<file path="config.mk">
export PLATFORM = sky130hd
export DESIGN_NAME = fcl_seq
export DESIGN_NICKNAME = d
export VERILOG_FILES = /design/src/rtl/full_linear_convolution_defines.svh /design/src/rtl/fcl_pkg.sv /design/src/rtl/fcl_seq.sv
export SDC_FILE = /design/constraint.sdc
export NUM_CORES = 1
export LEC_CHECK = 0
export ABC_AREA = 1
export BUFFER_PORTS_ARGS = -buffer_cell sky130_fd_sc_hd__buf_2
export CAP_MARGIN = 20
export CORE_MARGIN = 1.5
export CORE_UTILIZATION = 55
export DETAILED_ROUTE_END_ITERATION = 16
export GPL_TIMING_DRIVEN = 0
export PLACE_DENSITY = 0.87
export SLEW_MARGIN = 20
export SYNTH_ARGS = -nofsm -noshare
export SYNTH_HDL_FRONTEND = slang
export SYNTH_SLANG_ARGS = --single-unit
</file>
<file path="constraint.sdc">
create_clock -name clk_i -period 2.8 [get_ports clk_i]
set_input_delay 0 -clock clk_i [delete_from_list [all_inputs] [get_ports clk_i]]
set_output_delay 0 -clock clk_i [all_outputs]
set_load 0.05 [all_outputs]
</file>
<file path="src/rtl/full_linear_convolution_defines.svh">
// ----------------------------------------------------------------------------
// Assertion macros for the full linear convolution block
// Concurrent checks on clk_i, disabled while rst_ni is low.
// ----------------------------------------------------------------------------
`ifndef FULL_LINEAR_CONVOLUTION_DEFINES_SVH
`define FULL_LINEAR_CONVOLUTION_DEFINES_SVH

`ifndef ASSERT_OFF

// property must hold on every clock
`define FCL_ASSERT(lbl, prop) \
  lbl: assert property (@(posedge clk_i) disable iff (!rst_ni) (prop)) \
    else $error("full_linear_convolution: assertion failed");

// same-cycle implication
`define FCL_ASSERT_IMP(lbl, ante, cons) \
  lbl: assert property (@(posedge clk_i) disable iff (!rst_ni) (ante) |-> (cons)) \
    else $error("full_linear_convolution: implication failed");

// next-cycle implication
`define FCL_ASSERT_NXT(lbl, ante, cons) \
  lbl: assert property (@(posedge clk_i) disable iff (!rst_ni) (ante) |=> (cons)) \
    else $error("full_linear_convolution: next-cycle implication failed");

`else

`define FCL_ASSERT(lbl, prop)
`define FCL_ASSERT_IMP(lbl, ante, cons)
`define FCL_ASSERT_NXT(lbl, ante, cons)

`endif

`endif

</file>
<file path="src/rtl/fcl_pkg.sv">
// ----------------------------------------------------------------------------
// fcl_pkg
// Sizes, codes and shared structs of the full linear convolution block.
// ----------------------------------------------------------------------------
`timescale 1ns / 1ps
`default_nettype none

package fcl_pkg;

  // storage depth and sample width
  localparam int MAX_LEN     = 256;
  localparam int SAMPLE_BITS = 16;

  // derived widths
  localparam int ADDR_W = (MAX_LEN > 1) ? $clog2(MAX_LEN) : 1;
  localparam int CNT_W  = ADDR_W + 1;          // holds MAX_LEN and k up to 2N-2
  localparam int PROD_W = 2 * SAMPLE_BITS;
  localparam int ACC_W  = 40;
  localparam int IDX_W  = 9;

  // request opcodes
  typedef enum logic {
    OP_PUSH  = 1'b0,
    OP_DRAIN = 1'b1
  } op_e;

  // sequencer to MAC unit
  typedef struct packed {
    logic clr;
    logic vld;
  } mac_ctrl_t;

  // sequencer to output stage
  typedef struct packed {
    logic             load;
    logic             err;
    logic             last;
    logic [IDX_W-1:0] index;
  } res_t;

  // sequence bookkeeping, exported for checks
  typedef struct packed {
    logic [CNT_W-1:0] pair_count;
    logic [CNT_W-1:0] next_index;
    logic             draining;
  } seq_status_t;

endpackage

`default_nettype wire

</file>
<file path="src/rtl/fcl_seq.sv">
// ----------------------------------------------------------------------------
// fcl_seq
// Sequencer: sequence bookkeeping, store writes and the MAC index walk.
// ----------------------------------------------------------------------------
`timescale 1ns / 1ps
`default_nettype none

module fcl_seq
  import fcl_pkg::*;
(
  input  wire logic              clk_i,
  input  wire logic              rst_ni,
  input  wire logic              in_valid_i,
  input  wire op_e               op_i,
  input  wire logic              end_of_sequence_i,
  input  wire logic              mac_busy_i,
  input  wire logic              slot_free_i,
  output      logic              in_ready_o,
  output      logic              we_o,
  output      logic [ADDR_W-1:0] waddr_o,
  output      logic              re_o,
  output      logic [ADDR_W-1:0] raddr_a_o,
  output      logic [ADDR_W-1:0] raddr_b_o,
  output      mac_ctrl_t         mac_ctrl_o,
  output      res_t              res_o,
  output      seq_status_t       status_o
);

  typedef enum logic [1:0] {
    S_IDLE,
    S_RUN,
    S_DONE
  } state_e;

  state_e           state_q;
  logic [CNT_W-1:0] pair_cnt_q;
  logic [CNT_W-1:0] next_idx_q;
  logic             drain_q;
  logic [CNT_W-1:0] k_q;
  logic [CNT_W-1:0] i_q;
  logic [CNT_W-1:0] hi_q;
  logic             iss_q;
  logic             err_q;
  logic             last_q;

  logic             accept;
  logic             push_err;
  logic             drain_last;
  logic [CNT_W-1:0] j;
  logic             finish;

  // request decode and index walk
  always_comb begin
    accept     = in_valid_i && (state_q == S_IDLE);
    push_err   = drain_q || (pair_cnt_q >= CNT_W'(MAX_LEN));
    drain_last = ({1'b0, next_idx_q} + (CNT_W + 1)'(2)) >= {pair_cnt_q, 1'b0};
    j          = k_q - i_q;
    finish     = (state_q == S_DONE) && !iss_q && !mac_busy_i && slot_free_i;
  end

  assign in_ready_o = (state_q == S_IDLE);
  assign we_o       = accept && (op_i == OP_PUSH) && !push_err;
  assign waddr_o    = pair_cnt_q[ADDR_W-1:0];
  assign re_o       = (state_q == S_RUN);
  assign raddr_a_o  = i_q[ADDR_W-1:0];
  assign raddr_b_o  = j[ADDR_W-1:0];

  assign mac_ctrl_o.clr = accept;
  assign mac_ctrl_o.vld = iss_q;

  assign res_o.load  = finish;
  assign res_o.err   = err_q;
  assign res_o.last  = last_q;
  assign res_o.index = IDX_W'(k_q);

  assign status_o.pair_count = pair_cnt_q;
  assign status_o.next_index = next_idx_q;
  assign status_o.draining   = drain_q;

  // state, bookkeeping and walk counters
  always_ff @(posedge clk_i or negedge rst_ni) begin
    if (!rst_ni) begin
      state_q    <= S_IDLE;
      pair_cnt_q <= '0;
      next_idx_q <= '0;
      drain_q    <= 1'b0;
      k_q        <= '0;
      i_q        <= '0;
      hi_q       <= '0;
      iss_q      <= 1'b0;
      err_q      <= 1'b0;
      last_q     <= 1'b0;
    end else begin
      iss_q <= re_o;
      unique case (state_q)
        S_IDLE: begin
          if (accept) begin
            err_q   <= 1'b0;
            last_q  <= 1'b0;
            state_q <= S_RUN;
            if (op_i == OP_PUSH) begin
              if (push_err) begin
                err_q   <= 1'b1;
                k_q     <= '0;
                state_q <= S_DONE;
              end else begin
                // output k spans stored elements 0..k
                k_q  <= pair_cnt_q;
                i_q  <= '0;
                hi_q <= pair_cnt_q;
                if (end_of_sequence_i && (pair_cnt_q == '0)) begin
                  // single-element sequence closes at once
                  last_q <= 1'b1;
                end else if (end_of_sequence_i) begin
                  pair_cnt_q <= pair_cnt_q + 1'b1;
                  next_idx_q <= pair_cnt_q + 1'b1;
                  drain_q    <= 1'b1;
                end else begin
                  pair_cnt_q <= pair_cnt_q + 1'b1;
                end
              end
            end else begin
              if (!drain_q) begin
                err_q   <= 1'b1;
                k_q     <= '0;
                state_q <= S_DONE;
              end else begin
                // tail output k spans i = k+1-N .. N-1
                k_q  <= next_idx_q;
                i_q  <= next_idx_q + 1'b1 - pair_cnt_q;
                hi_q <= pair_cnt_q - 1'b1;
                if (drain_last) begin
                  last_q     <= 1'b1;
                  pair_cnt_q <= '0;
                  next_idx_q <= '0;
                  drain_q    <= 1'b0;
                end else begin
                  next_idx_q <= next_idx_q + 1'b1;
                end
              end
            end
          end
        end
        S_RUN: begin
          i_q <= i_q + 1'b1;
          if (i_q == hi_q) begin
            state_q <= S_DONE;
          end
        end
        S_DONE: begin
          if (finish) begin
            state_q <= S_IDLE;
          end
        end
        default: begin
          state_q <= S_IDLE;
        end
      endcase
    end
  end

endmodule

`default_nettype wire

</file>
-- Word-level counts from Yosys, hierarchy flattened
Cells that the tools add are included.
- flip-flop bits (word level): 51
- input bits: 7
- output and inout port bits: 60
- word-level logic and storage cells: 97
- order comparisons: 2
- mux-type cells: 43
- reduce and logical (&&, ||, !) cells: 22
- bitwise gates (word level): 1
- equality and inequality tests: 12
- $add $sub $neg: 7
- operators with widths (kind ; number):
    $mux 9 ; 21
    $add 9x1->9 const B ; 3
    $pmux 9 s2 ; 1
    $mux 1 ; 14
    $mux 2 ; 6
    $reduce_and 6->1 ; 2
    $add 9x2->10 const B ; 1
    $ge 10x10->1 ; 1
    $eq 9x9->1 ; 1
    $ge 9x9->1 const B ; 1
    $logic_not 9->1 ; 1
    $sub 9x1->9 const B ; 1
    $sub 9x9->9 ; 1
    $ne 2x1->1 const B ; 4
    $reduce_and 4->1 ; 2
    $sub 8x8->8 ; 1
    $logic_and 1x1->1 ; 7
    $ne 2x2->1 const B ; 3
    $pmux 2 s3 ; 1
    $reduce_and 5->1 ; 1
    $reduce_bool 2->1 ; 2
    $logic_not 1->1 ; 3
    $ne 3x2->1 const B ; 1
    $ne 3x3->1 const B ; 1
    other kinds (7) ; 7

-- Longest topological paths before layout
- depth after elaboration: 6
- gate-level depth with buffers: 16
- mapped depth without buffers: 16

-- Worst setup path before layout
No wires, ideal clock.
- path type: register to output
- from: reg k_q[0]
- to: out raddr_b_o[6]
- path buffers: 0
- slack: 162 ps
- cell stages (with the launch flop): 9
- arrival: 2638 ps
- cell sequence: dfrtp_1 inv_1 ha_1 fa_1 o21ai_0 nand2_1 a21oi_1 nor2_1 xnor2_1
- word-level cells in the longest chain between the ends: 1
- RTL lines (what ; line ; source):
    start: declaration ; fcl_seq.sv:39 ; logic [CNT_W-1:0] k_q;
    start signal: assignment ; fcl_seq.sv:108 ; k_q <= pair_cnt_q;
    start signal: assignment ; fcl_seq.sv:129 ; k_q <= next_idx_q;
    $sub 8x8->8 ; fcl_seq.sv:57 ; j = k_q - i_q;
    end: declaration ; fcl_seq.sv:23 ; output logic [ADDR_W-1:0] raddr_b_o,
Every way passes these cells.

-- Worst setup path in the final report
- from: reg next_idx_q[1]
- to: reg last_q
- word-level cells in the longest chain between the ends: 5
- RTL lines (what ; line ; source):
    start: declaration ; fcl_seq.sv:37 ; logic [CNT_W-1:0] next_idx_q;
    start signal: assignment ; fcl_seq.sv:116 ; next_idx_q <= pair_cnt_q + 1'b1;
    start signal: assignment ; fcl_seq.sv:138 ; next_idx_q <= next_idx_q + 1'b1;
    $add 9x2->10 ; fcl_seq.sv:56 ; drain_last = ({1'b0, next_idx_q} + (CNT_W + 1)'(2)) >= {pair_cnt_q, 1'b0};
    $ge 10x10->1 ; fcl_seq.sv:56 ;
    $mux 1 ; fcl_seq.sv:132 ; if (drain_last) begin
    $mux 1 ; fcl_seq.sv:123 ; if (!drain_q) begin
    $mux 1 ; fcl_seq.sv:101 ; if (op_i == OP_PUSH) begin
    end signal: assignment ; fcl_seq.sv:99 ; last_q <= 1'b0;
    end signal: assignment ; fcl_seq.sv:113 ; last_q <= 1'b1;
    end signal: assignment ; fcl_seq.sv:133 ; last_q <= 1'b1;
    end: declaration ; fcl_seq.sv:44 ; logic last_q;
Every way passes these cells.
A chain may end at the register's enable or synchronous reset.

==> summary.md <==
| Metric | Value |
|---|---|
| Status | finished clean |
| Metal3 WL | 1090 um |
| Sequential-to-total area share from yosys stat | 29.7% |
| Post-synth cell types | 43 |
| Finished layout cell area | between 0.004 and 0.005 sq mm |
| Synthesized netlist net count | 626 |
| Crit path cell chain | ha_1 > nand2_1 > nor2_1 > xor2_1 > ha_1 > nand2_1 > o21bai_1 > nand2_1 > a21oi_1 > buf_2 > nand2_1 > a21oi_1 > nor2_1 |
| RSZ-0062 raised after global routing | no |
| FMAX | 371 MHz |
| Tcrit/Tclk final | 96.1% |
| Drt first pass iters | 5 |
| Max layer used | met4 |
| Worst path slowest cell | dfrtp_1 |
| Arr. time, crit path | 2900 ps |
| Clk Latency, worst-skew pair | 310 ps |
| Max FO, Critical Path | 10 |
| CTS sink cnt | 51 |
| Dpl cell area | 0.00476 sq mm |
| Number of vias per cell | 5.64 |
| Worst clock skew | 2.45 ps |
| DR iter-0 viols | around 270 |
| Crit Path Category | reg -> reg |
| Ys flop type | dfrtp_1 |
| Post-synthesis compound-gate area fraction | approximately 13% |
| Synth top area share | 29.7% |
| Wire length on met2 | 5640 um |
| NumNets Final | 701 |
| XOR/XNOR Fraction of Synth Area | 5.91% |
| Residual DRC count | 0 |
| Routed WL | 11,800 um |
| Max rail drop VDD | 0.202 mV |
| Hold Crit Class | in -> reg |
| N_diodes | 0 |
| Die Width | 91.4 um |
| Period minus WS final | 2690 ps |
| Initial antenna violation count | 0 |
| Proportion of layout cells with a drive suffix above 1 | between 20 and 25% |
| Final hold viol count | 0 |
| Core area | 0.00765 sq mm |
| Synthesis Warnings | 0 |
| Most common cell on crit path | nand2_1 |
| Routed vias | 4,315 |
| Global-route wire length before repair | 19,100 um |
| H-Tree Depth | 2 |
| CTS Buf Count | 5 |
| Worst setup SP type | flop |
| WL/cell | 15.5 um |
| Main combinational cell family by area after synthesis | simple AND/OR/NAND/NOR gates |
| Clock-pin slew on the worst setup and hold paths | 100 ps |
| PwrDens | 270 mW/mm^2 |
| Clk root buf | clkbuf_8 |
| Synthesized cell area | 0.00430 sq mm |
| Post-Synth Simple-Gate Area | 30.2% |
| Final number of max-transition violations | 0 |
| Cells after synthesis | between 500 and 600 |
| Vias in the first global route | 4,050 |
| Fill cells | 680 |
| Area grow syn2layout | 14.0% |
| Fraction of registers with async set/reset | 100% |
| Post-detail-place hpwl | 9100 um |
| Dominant cell type by area after synthesis | dfrtp_1 |
| EDFF count, synth | 0 |
| Worst relative slew slack | 54.8% |
| Static Leak | 2.68 nW |
| Commonest non-fill, non-tap cell in the layout | nand2_1 |
| ANT nets after route | 0 |
| Worst Tran Pin Value | roughly 680 ps |
| Synth Area in Adders | 9.66% |
| Mean Syn Cell Area | between 7 and 8 sq um |
| Post-synthesis mux area share | 0% |
| WP data required | 3010 ps |
| Critical Path Max Stage Delay | 490 ps |
| CP endpoint kind | flop |
| Max-Cap Viols | 0 |
| Seq cells post-synth | 51 |
| GP Congestion | 0.953 |
| CTS Buffer Depth | 2 |
| CTS tree | done |
| I/O pin count | 67 |
| Port Buf Inserts | 66 |
| Total GRT Usage | 28.8% |
| GRT overflow | 0 |
| Setup_tns | 0 ps |
| Largest net degree at the start of global routing | 52 |
| Chip height | 91.4 um |
| Met1 wire length | 4750 um |
| Final setup fails | 0 |
| Die area | 0.00836 sq mm |
| Most frequent cells in the layout | nand2_1, buf_2, nor2_1 |
| Synth top area cells | dfrtp_1, nand2_1, ha_1, nor2_1, a21oi_1 |
| Initial cell density of the core | 56.2% |
| Row Count | 32 |
[through the flow]
step / utilization, % / hold WS (ps) / setup slack (ps) / total power, mW / std cells
global placement: 62.2 / 296 / 180 / 0.800 / 755
detailed placement: 62.3 / 82.7 / 50.8 / 0.802 / 755
floorplan: - / -296 / 162 / 0.774 / 587
CTS: 64.0 / 30.3 / 22.5 / 1.33 / 765
global route: 64.1 / 73.6 / 1.09 / 1.37 / 765
finish: 64.1 / 14.9 / 108 / 1.32 / 765
[repair_timing]
item,4_1_cts,5_1_grt
endpoints found under the hold margin,52,0
gates resized for setup,0,4
buffers inserted,0,0
setup endpoints to repair,0,19
hold buffers,2,0
[sequential cells by signal, summed over array words and instances (netlist names)]
register	cells
hi_q	9
k_q	9
next_idx_q	9
err_q	1
iss_q	1
i_q	9
pair_cnt_q	9
state_q	2
last_q	1
drain_q	1
[critical path, delay by kind of cell, from the launching register on]
kind / cells / cell delay [ps]
AO/OA/AOI/OAI: 3 / 520
XOR/XNOR: 1 / 160
adder cells (fa/ha/maj): 2 / 550
buffers and inverters: 1 / 270
flip-flops: 1 / 490
AND/OR/NAND/NOR: 6 / 580
[report_power, final]
part	switching [mW]	leakage (nW)	total, mW	internal [mW]
Clock	0.266	0.0581	0.532	0.267
Sequential	0	0.624	0.736	0.736
Combinational	0.0398	1.99	0.0541	0.0143
Total	0.306	2.68	1.32	1.02
[cells in the mapped netlist, types with 3 or more instances]
cell,count
xnor2_1,9
nand2_1,126
nor3_1,5
a22oi_1,3
nor2_1,67
dfrtp_1,51
buf_6,4
inv_1,52
a21oi_1,41
inv_2,6
buf_2,5
a21boi_1,9
nand4_1,14
a31oi_1,6
clkbuf_1,3
xor2_1,20
ha_1,30
nand2_2,5
o21ai_0,18
or2_2,3
nand3_1,41
nor2_4,7
buf_4,26
o22ai_1,8
[cell type report]
type                       count  area [sq um]  share of cell area [%]
multi-input combinational    435          2510                    51.2
sequential                    51          1280                    26.1
timing repair buffer          68           353                    7.20
buffer                        38           277                    5.64
inverter                      63           243                    4.95
tap                          102           128                    2.60
clock buffer                   5          68.8                    1.40
clock inverter                 3          43.8                   0.893
[cells by family after synthesis]
kind of cell    after synthesis
xor+xnor                     29
fa+ha+maj                    32
buf+inv                     101
flops                        51
simple gates                280
compound gates               94
[metal layers]
layer	global-route usage [%]	up-vias
met5	0	-
met4	11.1	0
met3	4.69	34
met2	47.9	226
met1	37.4	1990
li1	-	2065
[path summary, 6_finish.rpt]
kind,endpoint,cells past startpoint,startpoint,slack (ps)
worst max-delay path,last_q,13,next_idx_q[1],110
worst min-delay path,state_q[1],5,mac_busy_i,10
worst max register to register,last_q,13,next_idx_q[1],110
worst min register to register,hi_q[0],2,hi_q[0],510
max in group asynchronous,next_idx_q[2],2,rst_ni,2060
min in group asynchronous,pair_cnt_q[6],2,rst_ni,260
Power figures use the tool's default switching activity.
