$ cat config.mk
export PLATFORM = sky130hd
export DESIGN_NAME = fcl_mac
export DESIGN_NICKNAME = d
export VERILOG_FILES = /design/src/rtl/full_linear_convolution_defines.svh /design/src/rtl/fcl_pkg.sv /design/src/rtl/fcl_mac.sv
export SDC_FILE = /design/constraint.sdc
export NUM_CORES = 1
export LEC_CHECK = 0
export BUFFER_PORTS_ARGS = -buffer_cell sky130_fd_sc_hd__buf_2
export CORE_ASPECT_RATIO = 2
export CORE_MARGIN = 2
export CORE_UTILIZATION = 55
export DETAILED_ROUTE_END_ITERATION = 16
export PLACE_DENSITY = 0.75
export SYNTH_ARGS = -nofsm -noshare
export SYNTH_HDL_FRONTEND = slang
export SYNTH_SLANG_ARGS = --single-unit
$ cat constraint.sdc
create_clock -name clk_i -period 5.6 [get_ports clk_i]
set_input_delay 0 -clock clk_i [delete_from_list [all_inputs] [get_ports clk_i]]
set_output_delay 0 -clock clk_i [all_outputs]
set_load 0.02 [all_outputs]
$ cat src/rtl/full_linear_convolution_defines.svh
// ----------------------------------------------------------------------------
// Assertion macros for the full linear convolution block
// Concurrent checks on clk_i, disabled while rst_ni is low.
// ----------------------------------------------------------------------------
`ifndef FULL_LINEAR_CONVOLUTION_DEFINES_SVH
`define FULL_LINEAR_CONVOLUTION_DEFINES_SVH

`ifndef ASSERT_OFF

// property must hold on every clock
`define FCL_ASSERT(lbl, prop) \
  lbl: assert property (@(posedge clk_i) disable iff (!rst_ni) (prop)) \
    else $error("full_linear_convolution: assertion failed");

// same-cycle implication
`define FCL_ASSERT_IMP(lbl, ante, cons) \
  lbl: assert property (@(posedge clk_i) disable iff (!rst_ni) (ante) |-> (cons)) \
    else $error("full_linear_convolution: implication failed");

// next-cycle implication
`define FCL_ASSERT_NXT(lbl, ante, cons) \
  lbl: assert property (@(posedge clk_i) disable iff (!rst_ni) (ante) |=> (cons)) \
    else $error("full_linear_convolution: next-cycle implication failed");

`else

`define FCL_ASSERT(lbl, prop)
`define FCL_ASSERT_IMP(lbl, ante, cons)
`define FCL_ASSERT_NXT(lbl, ante, cons)

`endif

`endif

$ cat src/rtl/fcl_pkg.sv
// ----------------------------------------------------------------------------
// fcl_pkg
// Sizes, codes and shared structs of the full linear convolution block.
// ----------------------------------------------------------------------------
`timescale 1ns / 1ps
`default_nettype none

package fcl_pkg;

  // storage depth and sample width
  localparam int MAX_LEN     = 256;
  localparam int SAMPLE_BITS = 16;

  // derived widths
  localparam int ADDR_W = (MAX_LEN > 1) ? $clog2(MAX_LEN) : 1;
  localparam int CNT_W  = ADDR_W + 1;          // holds MAX_LEN and k up to 2N-2
  localparam int PROD_W = 2 * SAMPLE_BITS;
  localparam int ACC_W  = 40;
  localparam int IDX_W  = 9;

  // request opcodes
  typedef enum logic {
    OP_PUSH  = 1'b0,
    OP_DRAIN = 1'b1
  } op_e;

  // sequencer to MAC unit
  typedef struct packed {
    logic clr;
    logic vld;
  } mac_ctrl_t;

  // sequencer to output stage
  typedef struct packed {
    logic             load;
    logic             err;
    logic             last;
    logic [IDX_W-1:0] index;
  } res_t;

  // sequence bookkeeping, exported for checks
  typedef struct packed {
    logic [CNT_W-1:0] pair_count;
    logic [CNT_W-1:0] next_index;
    logic             draining;
  } seq_status_t;

endpackage

`default_nettype wire

$ cat src/rtl/fcl_mac.sv
// ----------------------------------------------------------------------------
// fcl_mac
// Shared multiply-accumulate unit: registered product, then 40-bit sum.
// ----------------------------------------------------------------------------
`timescale 1ns / 1ps
`default_nettype none

module fcl_mac
  import fcl_pkg::*;
(
  input  wire logic                          clk_i,
  input  wire logic                          rst_ni,
  input  wire mac_ctrl_t                     ctrl_i,
  input  wire logic signed [SAMPLE_BITS-1:0] a_i,
  input  wire logic signed [SAMPLE_BITS-1:0] b_i,
  output      logic signed [ACC_W-1:0]       acc_o,
  output      logic                          busy_o
);

  logic signed [PROD_W-1:0] prod_d;
  logic signed [PROD_W-1:0] prod_q;
  logic                     pv_q;
  logic signed [ACC_W-1:0]  acc_q;

  // full-precision signed product
  always_comb begin
    prod_d = PROD_W'(a_i) * PROD_W'(b_i);
  end

  // product stage
  always_ff @(posedge clk_i) begin
    if (ctrl_i.vld) begin
      prod_q <= prod_d;
    end
  end

  // product valid and accumulator; sum wraps modulo 2^40
  always_ff @(posedge clk_i or negedge rst_ni) begin
    if (!rst_ni) begin
      pv_q  <= 1'b0;
      acc_q <= '0;
    end else begin
      pv_q <= ctrl_i.vld;
      if (ctrl_i.clr) begin
        acc_q <= '0;
      end else if (pv_q) begin
        acc_q <= acc_q + ACC_W'(prod_q);
      end
    end
  end

  assign acc_o  = acc_q;
  assign busy_o = pv_q;

endmodule

`default_nettype wire

### Word-level counts from Yosys, hierarchy flattened

Index checks and enable logic that the tools add are counted.

* bits in registers: 73
* logic and storage cells: 8

* mux-type cells: 2
* multiply operators: 1
* reductions and logical operators: 1
* $add $sub $neg: 1

Operator list (count)
* 40-bit two-way mux: 2
* 40-bit by 32-bit adder with 40-bit output: 1
* 16-bit by 16-bit multiplier with 32-bit output: 1
* 2-bit nonzero test: 1

### Depth between registers and ports, before layout

Gate-level depths: netlist of run 1.

* depth after elaboration: 3
* mapped depth: 25
* mapped depth without buffers: 23

### Least setup slack after synthesis of run 1

No wires, ideal clock.

* path kind: input to register
* from: in a_i[15]
* to: reg prod_q[28], data pin
* data arrival time: 5.427 ns
* library setup time: 0.180 ns
* buffers on the path: 1
* stages: 21
* required time: 5.420 ns
* slack: -0.007 ns
* path through: clkbuf_1 > nand2_1 > inv_1 > fa_1 > fa_1 > fa_1 > fa_1 > fa_1 > inv_1 > fa_1 > inv_1 > ha_1 > nand4_1 > nor2_1 > nand2_1 > o2bb2ai_1 > a41oi_1 > a31oi_1 > and2_1 > o21ai_1 > a221oi_1

* cells in the longest elaborated chain, start to end: 1

RTL lines
* start: declaration: line fcl_mac.sv:14 `input wire logic signed [SAMPLE_BITS-1:0] a_i,`
* 16-bit by 16-bit multiplier with 32-bit output: line fcl_mac.sv:27 `prod_d = PROD_W'(a_i) * PROD_W'(b_i);`
* via prod_d[28]: line fcl_mac.sv:20 `logic signed [PROD_W-1:0] prod_d;`
* end signal: assignment: line fcl_mac.sv:33 `prod_q <= prod_d;`
* end: declaration: line fcl_mac.sv:21 `logic signed [PROD_W-1:0] prod_q;`

The timed path passes the listed nets, and every way through them passes these cells.
A chain may end at the register's enable or synchronous reset.

### Final worst setup path of run 1

* from: in b_i[1]
* to: reg prod_q[28], data pin

* cells in the longest elaborated chain, start to end: 1

RTL lines
* start: declaration: line fcl_mac.sv:15 `input wire logic signed [SAMPLE_BITS-1:0] b_i,`
* 16-bit by 16-bit multiplier with 32-bit output: line fcl_mac.sv:27
* via prod_d[28]: line fcl_mac.sv:20

The timed path passes the listed nets, and every way through them passes these cells.

==> results.env, run 1 <==
OUTCOME='complete, no violations'
PIN_COUNT_OF_THE_BIGGEST_NET_ENTERING_GLOBAL_ROUTING=42
DRT_ITER0_MARKERS=446
DETAIL_ROUTE.DRC_VIOLATIONS=0
WL_PER_CELL_UM=17.0
HORIZONTAL_EXTENT_OF_THE_DIE_UM=119
DRTPASS1ITERATIONS=4
TRITONCTS='yes'
TIMING.SETUP.CRITICAL_PATH_CLASS='input port to flop'
NUMBER_OF_VIAS_PER_CELL_AFTER_DETAILED_ROUTING=5.41
CTS.CLK_SLEW.WORST_PATHS_NS=0.05
POSTSYNTHNETCOUNT=1964
SYNTH-EDFF-COUNT=32
FIN_WORST_SKEW_NS=0.00766
NUM_ANTENNA_CELLS=0
ROUTE.VIAS.TOTAL=11100
SYN-INSTANCE-COUNT=1544
PLACEMENT_ROWS=84
MAX_CAPACITANCE_VIOLATION_COUNT=0
PLACEABLECOREAREA_MM2=0.0262
SYNTH.YOSYS.SEQ_AREA_SHARE_PCT=13.7
CP.ARRIVAL_NS=5.55
SYNTHESIS_STAGE_REGISTER_BIT_COUNT=73
IOPINCOUNT=77
MIN_PERIOD_NS=5.38
LAUNCHING_INSTANCE_OR_PORT_OF_THE_CRITICAL_PATH='b_i[1]'
FIN_CRIT_SH_PCT=96.1
NUMCLOCKSINKS=73
ANTENNA_VIOLATING_NETS_POST_ROUTE=0
R2R_STARTPOINT='prod_q[31]'
MAX-CLOCK-PATH-BUFFERS=2
FINALHOLDVIOLATIONS=0
HP-START='ctrl_i[0]'
COUNT_OF_PORT_BUFFERS_ADDED_DURING_PLACEMENT=76
WORSTSETUPSTARTPOINTTYPE='input port'
FIRST_GLOBAL_VIAS=12500
POSTSYNTH.TOPFLOPCELL='sky130_fd_sc_hd__dfrtp_1'
RSZ0062_AT_GRT='false'
POST_SYNTH_NUM_CELL_TYPES=71
FINAL_SETUP_SLACK_OF_THE_WORST_PATH_NS=0.220
WORSTHOLDPATHTYPE='input port to flop'
GLOBALROUTEOVERFLOWTOTAL=0
LAYOUT.NETS=2113
PLACE_CONGESTION=0.951
TIMING_MAX_TRANSITION_VIOLATIONS_FINAL=0
ACHIEVABLE-FREQUENCY_MHz=186
NUMBER_OF_WARNINGS_REPORTED_IN_THE_YOSYS_SYNTHESIS_LOG=0
WORST-ENDPOINT-REQUIRED_NS=5.77
INITIAL_ANTENNA_VIOLATION_COUNT=0
STARTING_DENSITY_OF_THE_CORE_PCT=55.5
GRT_PASS1_WL_UM=58500
WORSTSETUPENDPOINTTYPE='flop'
SETUP_VIOLATIONS=0
PRE_CTS_SLACK_NS=-0.328
NUM-FILL-CELLS=2177
PATH_MAX_FANOUT=9
SYNTH-ASYNC-RESET-RATIO_PCT=56.2
DIE-AREA_MM2=0.0278
DRIVE_GT1_SHARE_PCT=14.4
CELL_AREA_AFTER_SYNTHESIS_MM2=0.0145
CTS_ROOT_BUFFER='sky130_fd_sc_hd__clkbuf_16'
SYNTHTOLAYOUTAREAGROWTH_PCT=12.7
DIE_HEIGHT_UM=234
TIGHTEST_SLEW_NS=0.766
OVERALL_TRACK_DEMAND_OVER_CAPACITY_IN_GLOBAL_ROUTING_PCT=26.7
DETAILED_PLACEMENT_WIRELENGTH_ESTIMATE_UM=30800
CLOCK_LATENCY_ON_THE_WORST_SKEW_PAIR_NS=0.35
SYN-MEAN-INSTANCE-AREA_UM2=9.41
H-TREE-DEPTH=3
TRITONCTS.NUM_BUFFERS=9
SLEW_HEADROOM_PCT=48.9
ROUTED_WIRELENGTH_UM=34700
FIN_HOLD_WS_NS=0.161
## Yosys cell counts (4+ instances only)
| library cell | count | area, um2 |
|---|---|---|
| sky130_fd_sc_hd__o21bai_1 | 7 | 52.6 |
| sky130_fd_sc_hd__a21boi_0 | 4 | 30.0 |
| sky130_fd_sc_hd__dfrtp_1 | 41 | 1030 |
| sky130_fd_sc_hd__and2_1 | 127 | 795 |
| sky130_fd_sc_hd__nor2b_1 | 4 | 25.0 |
| sky130_fd_sc_hd__o21ai_0 | 23 | 115 |
| sky130_fd_sc_hd__clkbuf_8 | 4 | 55.1 |
| sky130_fd_sc_hd__a31oi_1 | 13 | 81.3 |
| sky130_fd_sc_hd__xnor2_1 | 49 | 429 |
| sky130_fd_sc_hd__nand4_1 | 10 | 62.6 |
| sky130_fd_sc_hd__o21ai_1 | 5 | 25.0 |
| sky130_fd_sc_hd__a21oi_1 | 61 | 305 |
| sky130_fd_sc_hd__xor2_1 | 16 | 140 |
| sky130_fd_sc_hd__ha_1 | 121 | 1510 |
| sky130_fd_sc_hd__o211ai_1 | 4 | 30.0 |
| sky130_fd_sc_hd__nor2_1 | 92 | 345 |
| sky130_fd_sc_hd__a211oi_1 | 7 | 52.6 |
| sky130_fd_sc_hd__clkbuf_1 | 43 | 161 |
| sky130_fd_sc_hd__nand2b_1 | 11 | 68.8 |
| sky130_fd_sc_hd__edfxtp_1 | 32 | 961 |
| sky130_fd_sc_hd__and4_1 | 4 | 35.0 |
| sky130_fd_sc_hd__o21a_1 | 6 | 45.0 |
| sky130_fd_sc_hd__fa_1 | 263 | 5270 |
| sky130_fd_sc_hd__a21o_1 | 36 | 270 |
| sky130_fd_sc_hd__mux2i_1 | 28 | 280 |
| sky130_fd_sc_hd__nand3_1 | 16 | 80.1 |
| sky130_fd_sc_hd__inv_1 | 296 | 1110 |
| sky130_fd_sc_hd__nand2_1 | 159 | 597 |
## flip-flops by register name, indices dropped and copies added (netlist names)
register and count:
acc_o 40, prod_q 32, busy_o 1
## what timing repair did
action                     4_1_cts  5_1_grt
buffers inserted                 0        2
gates resized for setup          0       23
setup endpoints to repair        0        9
hold endpoints to repair        41        0
hold buffers                     1        0
## cell families after synthesis
logic type,share of synthesized area (%)
AOI/OAI and AO/OA,9.04
xor gates and xnor gates,3.92
adders and majority gates,46.7
buffers and inverters,9.48
DFF,13.7
muxes,2.19
and+or+nand+nor,15.1
## per-layer routing
layer	GRT usage (%)	up-vias	part of all wire [%]
met1	24.6	5553	33
li1	-	5116	-
met4	15.4	0	6.2
met5	0	-	0
met3	2.48	124	2.4
met2	55.1	257	58
## area by class of cell
cell class                      count  area [um2]  share of cell area, %
Multi-Input combinational cell   1122       11300                   68.7
Clock inverter                      4        68.8                  0.420
Inverter                          296        1110                   6.79
Timing Repair Buffer              191        1290                   7.87
Clock buffer                       12         236                   1.44
Sequential cell                    73        1990                   12.1
Tap cell                          344         430                   2.63
## cells in the final DEF (no fill, tap or decap), types with 5 or more instances in the layout
cell	netlist	routed
sky130_fd_sc_hd__a211oi_1	7	5
sky130_fd_sc_hd__a21o_1	36	36
sky130_fd_sc_hd__a21oi_1	61	57
sky130_fd_sc_hd__a21oi_2	1	5
sky130_fd_sc_hd__a31oi_1	13	10
sky130_fd_sc_hd__and2_1	127	126
sky130_fd_sc_hd__buf_2	0	74
sky130_fd_sc_hd__buf_4	1	111
sky130_fd_sc_hd__clkbuf_16	0	9
sky130_fd_sc_hd__dfrtp_1	41	40
sky130_fd_sc_hd__edfxtp_1	32	32
sky130_fd_sc_hd__fa_1	263	260
sky130_fd_sc_hd__ha_1	121	121
sky130_fd_sc_hd__inv_1	296	295
sky130_fd_sc_hd__mux2i_1	28	28
sky130_fd_sc_hd__nand2_1	159	158
sky130_fd_sc_hd__nand2b_1	11	11
sky130_fd_sc_hd__nand3_1	16	16
sky130_fd_sc_hd__nand4_1	10	10
sky130_fd_sc_hd__nor2_1	92	91
sky130_fd_sc_hd__o21a_1	6	6
sky130_fd_sc_hd__o21ai_0	23	21
sky130_fd_sc_hd__o21ai_1	5	6
sky130_fd_sc_hd__o21bai_1	7	7
sky130_fd_sc_hd__xnor2_1	49	49
sky130_fd_sc_hd__xor2_1	16	16
## per-stage QoR
stage	instances	util [%]	instance area [um2]	setup TNS (ns)
6_report	2042	62.6	16400	0
3_3_place_gp	2023	61.0	16000	-0.709
5_1_grt	2042	62.6	16400	0
4_1_cts	2040	62.2	16300	0
3_5_place_dp	2023	61.0	16000	-1.23
2_1_floorplan	1544	-	14500	0
## worst max-delay path: stages
cell and delay [ns]:
sky130_fd_sc_hd__clkbuf_4 0.18, sky130_fd_sc_hd__nand2_2 0.11, sky130_fd_sc_hd__inv_1 0.09, sky130_fd_sc_hd__fa_1 0.53, sky130_fd_sc_hd__buf_12 0.17, sky130_fd_sc_hd__fa_2 0.60
sky130_fd_sc_hd__fa_1 0.44, sky130_fd_sc_hd__fa_1 0.52, sky130_fd_sc_hd__fa_1 0.50, sky130_fd_sc_hd__inv_1 0.05, sky130_fd_sc_hd__fa_1 0.48, sky130_fd_sc_hd__inv_1 0.04
sky130_fd_sc_hd__ha_1 0.28, sky130_fd_sc_hd__nand4_1 0.19, sky130_fd_sc_hd__nor2_4 0.23, sky130_fd_sc_hd__nand2_1 0.07, sky130_fd_sc_hd__o2bb2ai_1 0.18, sky130_fd_sc_hd__a41oi_2 0.10
sky130_fd_sc_hd__a31oi_2 0.30, sky130_fd_sc_hd__and2_4 0.18, sky130_fd_sc_hd__o21ai_1 0.05, sky130_fd_sc_hd__a221oi_1 0.25
## path summary, 6_finish.rpt
check	endpoint	cells past startpoint	slack (ns)
worst min-delay path	busy_o	1	0.16
max in group asynchronous	busy_o	3	4.91
worst max register to register	acc_o[39]	11	2.19
worst min register to register	acc_o[34]	2	0.51
min in group asynchronous	acc_o[4]	3	0.26
worst max-delay path	prod_q[28]	22	0.22
Power of run 1 is not shown: default switching activity piles up to over one toggle a cycle in this logic, so the estimate is an artifact.
==> run 2, diff against run 1 <==
==> constraint.sdc (replaced) <==
create_clock -name clk_i -period 6.3 [get_ports clk_i]
set_input_delay 1.89 -clock clk_i [delete_from_list [all_inputs] [get_ports clk_i]]
set_output_delay 1.89 -clock clk_i [all_outputs]
set_load 0.02 [all_outputs]
==> run 2 against run 1 <==
The flow now finishes with violations (negative setup slack). Critical path depth rose by 4. Final cell count grew 4.1%. Global-route usage grew 0.61 points. Worst setup slack lost 1.0 ns. Clock skew about the same. Final area rose by 9.2%. Non-clock buffer count grew 84. First-iteration DRC count is 10% higher. Via count increased by 4.2%. Sequential share of layout area shrank 1.0 points. Sequential cell count unchanged. Critical path type unchanged. Critical endpoint is now prod_q[18]. Highest routed layer unchanged.
==> results.env, run 2 (synthesis gave the netlist of run 1 again) <==
ANTENNA_VIOLATING_NETS_POST_ROUTE=0
TRITONCTS.NUM_BUFFERS=9
WORST-ENDPOINT-REQUIRED_NS=6.40
CP_TOP_FAMILY='adder cells'
PLACEABLECOREAREA_MM2=0.0262
HORIZONTAL_EXTENT_OF_THE_DIE_UM=119
DRTPASS1ITERATIONS=4
STARTING_DENSITY_OF_THE_CORE_PCT=55.5
ROUTED_WIRELENGTH_UM=36700
PATH_BUF_INV=11
PLACE_CONGESTION=0.938
FIN_CRIT_SH_PCT=112
ACHIEVABLE-FREQUENCY_MHz=141
WORSTHOLDPATHTYPE='flop to flop'
PRE_CTS_SLACK_NS=-1.30
COUNT_OF_PORT_BUFFERS_ADDED_DURING_PLACEMENT=76
CTS_ROOT_BUFFER='sky130_fd_sc_hd__clkbuf_16'
FAILED_CHECKS='negative setup slack'
DRIVE_GT1_SHARE_PCT=25.0
TRITONCTS='yes'
RSZ0062_AT_GRT='true'
WORSTSETUPENDPOINTTYPE='flop'
DIE-AREA_MM2=0.0278
PATH_MAX_FANOUT=8
DETAILED_PLACEMENT_WIRELENGTH_ESTIMATE_UM=30400
DRT_ITER0_MARKERS=492
CTS-HOLD-FIX-BUFFERS=0
WORSTSETUPSTARTPOINTTYPE='input port'
OVERALL_TRACK_DEMAND_OVER_CAPACITY_IN_GLOBAL_ROUTING_PCT=27.3
MAX_CAPACITANCE_VIOLATION_COUNT=0
SETUP_VIOLATIONS=21
OUTCOME='complete, but fails checks'
FIN_WORST_SKEW_NS=0.00774
FINAL_SETUP_SLACK_OF_THE_WORST_PATH_NS=-0.777
LARGEST_REG_FLOPS=40
GLOBALROUTEOVERFLOWTOTAL=0
DETAIL_ROUTE.DRC_VIOLATIONS=0
SLEW_HEADROOM_PCT=35.6
FINALHOLDVIOLATIONS=0
NUMCLOCKSINKS=73
IOPINCOUNT=77
GRT_PASS1_WL_UM=60700
ROUTE.VIAS.TOTAL=11500
PIN_COUNT_OF_THE_BIGGEST_NET_ENTERING_GLOBAL_ROUTING=46
WL_PER_CELL_UM=17.3
MIN_PERIOD_NS=7.08
TIMING.CRITICAL_PATH.SLOWEST_CELL_DELAY_NS=0.61
LAYOUT.NETS=2197
MAX-CLOCK-PATH-BUFFERS=2
H-TREE-DEPTH=3
CP.ARRIVAL_NS=7.18
FINALNONFILLERCELLS=2126
NUM-FILL-CELLS=1952
NUMPLACEDINSTANCES=2073
NUMBER_OF_VIAS_PER_CELL_AFTER_DETAILED_ROUTING=5.41
CTS.CLK_SLEW.WORST_PATHS_NS=0.06
CRITPATHSLOWESTCELL='sky130_fd_sc_hd__fa_1'
TIMING.SETUP.CRITICAL_PATH_CLASS='input port to flop'
FINAL_COMMON_CELL='sky130_fd_sc_hd__inv_1'
INITIAL_ANTENNA_VIOLATION_COUNT=0
TIMING_MAX_TRANSITION_VIOLATIONS_FINAL=0
TIGHTEST_SLEW_NS=0.966
LAYOUT_COMMON_CELLS='279 x sky130_fd_sc_hd__inv_1, 247 x sky130_fd_sc_hd__fa_1, 171 x sky130_fd_sc_hd__buf_4'
NUM_ANTENNA_CELLS=0
FIRST_GLOBAL_VIAS=12900
CRITICAL_PATH.MOST_COMMON_CELL='sky130_fd_sc_hd__fa_1'
CLOCK_LATENCY_ON_THE_WORST_SKEW_PAIR_NS=0.35
SYNTHTOLAYOUTAREAGROWTH_PCT=23.1
PLACEMENT_ROWS=84
DIE_HEIGHT_UM=234
==> run 2: changes by cell type in the layout (fill, tap and decap cells not counted), moves of 15 or more <==
cell,delta
sky130_fd_sc_hd__inv_2,+15
sky130_fd_sc_hd__and2_4,+22
sky130_fd_sc_hd__inv_1,-16
sky130_fd_sc_hd__buf_4,+60
sky130_fd_sc_hd__ha_1,-16
sky130_fd_sc_hd__buf_2,-26
sky130_fd_sc_hd__buf_6,+40
sky130_fd_sc_hd__and2_1,-22
==> run 2: tightest hold or removal path, cell delays in order (launching register included) <==
cell and delay (ns):
sky130_fd_sc_hd__dfrtp_1 0.37, sky130_fd_sc_hd__nand2_1 0.05, sky130_fd_sc_hd__o21ai_0 0.06
==> run 2: final timing paths <==
kind | endpoint | start | slack (ns) | depth (start not counted)
worst min-delay path | acc_o[34] | acc_o[34] | 0.52 | 2
worst min register to register | acc_o[34] | acc_o[34] | 0.52 | 2
min in group asynchronous | acc_o[1] | rst_ni | 1.69 | 1
worst max register to register | acc_o[39] | prod_q[31] | 2.89 | 11
worst max-delay path | prod_q[18] | b_i[1] | -0.78 | 26
max in group asynchronous | busy_o | rst_ni | 3.96 | 1
==> run 2: per-stage QoR <==
stage	hold WS, ns	util [%]	cell area [um2]	TNS (ns)
after CTS	0.525	66.9	17500	-9.89
after floorplan	0.577	-	15000	-7.83
after detailed placement	0.511	63.1	16500	-20.43
final	0.521	68.4	17900	-10.96
after global routing	0.575	68.4	17900	-13.84
after global placement	0.497	63.1	16500	-18.87
==> run 2: cell type report <==
type / instances / area [um2] / share of cell area, %
well taps: 344 / 430 / 2.41
clock buffers: 9 / 225 / 1.26
multi-input cells: 1122 / 11800 / 65.8
repair buffers: 275 / 2280 / 12.8
clock inverters: 7 / 71.3 / 0.399
flip-flops and latches: 73 / 1990 / 11.1
inverters: 296 / 1120 / 6.24
==> run 2: what timing repair did <==
item	CTS	global route
pin swaps	73	71
setup buffers	27	23
gates resized for setup	135	72
cloned	0	1
endpoints found under the setup margin	20	22
==> run 2: per-layer routing <==
metal	global-route usage, %	wire, um
met1	26.4	12300
met2	56.1	21600
met3	2.31	900
met4	13.9	1930
met5	0	0
Power of run 2 is left out for the same reason.
==> run 3, diff against run 2 <==
Settings changed: CORE_UTILIZATION 55 to 51, PLACE_DENSITY 0.75 to 0.7, SKIP_LAST_GASP set to 1.
==> run 3 against run 2 <==
The run still ends with negative setup slack left. Global-route usage down 1.1 points. Critical path depth down 4. Core utilization down 4.8 points. Sequential share of layout area about the same. Routed wire length up 1.9%. Largest cell class unchanged.
==> results.env, run 3 (synthesis gave the netlist of run 1 again) <==
WORST-ENDPOINT-REQUIRED_NS=6.41
DRT_ITER0_MARKERS=462
PLACEABLECOREAREA_MM2=0.0281
H-TREE-DEPTH=3
GLOBALROUTEOVERFLOWTOTAL=0
TRITONCTS='yes'
FIN_WORST_SKEW_NS=0.00722
MAX-CLOCK-PATH-BUFFERS=2
PIN_COUNT_OF_THE_BIGGEST_NET_ENTERING_GLOBAL_ROUTING=47
LARGEST_REG_FLOPS=40
ROUTE.VIAS.TOTAL=11400
PATH_MAX_FANOUT=11
OUTCOME='complete, but fails checks'
WL_PER_CELL_UM=17.6
LAYOUT.NETS=2188
DIE-AREA_MM2=0.0299
CLOCK_LATENCY_ON_THE_WORST_SKEW_PAIR_NS=0.36
CTS_ROOT_BUFFER='sky130_fd_sc_hd__clkbuf_16'
ANTENNA_VIOLATING_NETS_POST_ROUTE=0
CP.ARRIVAL_NS=7.17
FIRST_GLOBAL_VIAS=13000
CTS-HOLD-FIX-BUFFERS=0
IOPINCOUNT=77
MAX_CAPACITANCE_VIOLATION_COUNT=0
SETUP_VIOLATIONS=20
MIN_PERIOD_NS=7.06
SYNTHTOLAYOUTAREAGROWTH_PCT=22.8
FINISH.UTILIZATION_PCT=63.6
TRITONCTS.NUM_BUFFERS=9
COUNT_OF_PORT_BUFFERS_ADDED_DURING_PLACEMENT=76
PLACEMENT_ROWS=87
DIE_HEIGHT_UM=243
DETAILED_PLACEMENT_WIRELENGTH_ESTIMATE_UM=31000
FINAL_COMMON_CELL='sky130_fd_sc_hd__inv_1'
OVERALL_TRACK_DEMAND_OVER_CAPACITY_IN_GLOBAL_ROUTING_PCT=26.3
GRT_PASS1_WL_UM=61600
SLEW_HEADROOM_PCT=45.2
RSZ0062_AT_GRT='true'
DRIVE_GT1_SHARE_PCT=25.0
STARTING_DENSITY_OF_THE_CORE_PCT=51.7
ROUTED_WIRELENGTH_UM=37400
TIMING_MAX_TRANSITION_VIOLATIONS_FINAL=0
TIMING.SETUP.CRITICAL_PATH_CLASS='input port to flop'
FINALHOLDVIOLATIONS=0
NUM_ANTENNA_CELLS=0
LAYOUT_COMMON_CELLS='276 x sky130_fd_sc_hd__inv_1, 241 x sky130_fd_sc_hd__fa_1, 168 x sky130_fd_sc_hd__buf_4'
ACHIEVABLE-FREQUENCY_MHz=142
INITIAL_ANTENNA_VIOLATION_COUNT=0
WORSTHOLDPATHTYPE='flop to flop'
FIN_CRIT_SH_PCT=112
WORSTSETUPENDPOINTTYPE='flop'
TIGHTEST_SLEW_NS=0.822
HORIZONTAL_EXTENT_OF_THE_DIE_UM=123
NUMCLOCKSINKS=73
PLACE_CONGESTION=0.957
WORSTSETUPSTARTPOINTTYPE='input port'
DETAIL_ROUTE.DRC_VIOLATIONS=0
DRTPASS1ITERATIONS=6
CTS.CLK_SLEW.WORST_PATHS_NS=0.06
FAILED_CHECKS='negative setup slack'
NUMBER_OF_VIAS_PER_CELL_AFTER_DETAILED_ROUTING=5.37
FINAL_SETUP_SLACK_OF_THE_WORST_PATH_NS=-0.756
==> run 3: path summary, 6_finish.rpt <==
check,startpoint,end,slack (ns),cells past startpoint
worst max-delay path,a_i[7],prod_q[30],-0.76,22
worst min-delay path,acc_o[34],acc_o[34],0.51,2
worst max register to register,prod_q[31],acc_o[39],2.88,11
worst min register to register,acc_o[34],acc_o[34],0.51,2
max in group asynchronous,rst_ni,busy_o,4.28,2
min in group asynchronous,rst_ni,acc_o[0],1.60,2
==> run 3: area by class of cell <==
type                       count  area, um2
inverter                     296       1110
tap                          356        445
timing repair buffer         266       2180
multi-input combinational   1122      11800
sequential                    73       1990
fill                        2277      10200
clock inverter                 7       47.5
clock buffer                   9        225
==> run 3: stage by stage <==
step	hold slack, ns	instance area, um2	worst slack (ns)	cells	setup TNS, ns
CTS	0.524	17400	-0.663	2118	-8.87
global placement	0.503	16500	-1.17	2078	-18.98
finish	0.514	17900	-0.756	2129	-9.49
detailed placement	0.511	16500	-1.32	2078	-20.31
global route	0.569	17900	-0.924	2129	-13.02
floorplan	0.577	15000	-0.790	1544	-7.83
==> run 3: worst max-delay path: stages <==
cell and delay (ns):
sky130_fd_sc_hd__buf_12 0.12, sky130_fd_sc_hd__and2_4 0.16, sky130_fd_sc_hd__fa_1 0.56, sky130_fd_sc_hd__inv_2 0.05, sky130_fd_sc_hd__fa_2 0.57, sky130_fd_sc_hd__fa_1 0.43, sky130_fd_sc_hd__inv_2 0.08, sky130_fd_sc_hd__fa_1 0.42
sky130_fd_sc_hd__fa_1 0.49, sky130_fd_sc_hd__inv_1 0.05, sky130_fd_sc_hd__fa_1 0.47, sky130_fd_sc_hd__inv_1 0.06, sky130_fd_sc_hd__ha_4 0.24, sky130_fd_sc_hd__a21o_1 0.17, sky130_fd_sc_hd__a21oi_2 0.15, sky130_fd_sc_hd__o21a_2 0.22
sky130_fd_sc_hd__o2bb2ai_4 0.09, sky130_fd_sc_hd__a41oi_4 0.23, sky130_fd_sc_hd__a31oi_4 0.14, sky130_fd_sc_hd__a211o_1 0.34, sky130_fd_sc_hd__a21oi_2 0.15, sky130_fd_sc_hd__xnor2_1 0.08
==> run 3: timing repair <==
item                                    in CTS  in global routing
gates resized for setup                    119                 91
gates cloned                                 1                  0
endpoints found under the setup margin      20                 22
pin swaps                                   71                 71
buffers inserted                            25                 13
==> run 3: routing by layer <==
metal | vias to the layer above | GRT usage [%] | share of wire (%)
li1 | 5273 | - | -
met1 | 5772 | 25.6 | 34
met2 | 266 | 51.6 | 58
met3 | 128 | 2.16 | 2.4
met4 | 0 | 14.7 | 5.9
met5 | - | 0 | 0
Power of run 3 is left out for the same reason.
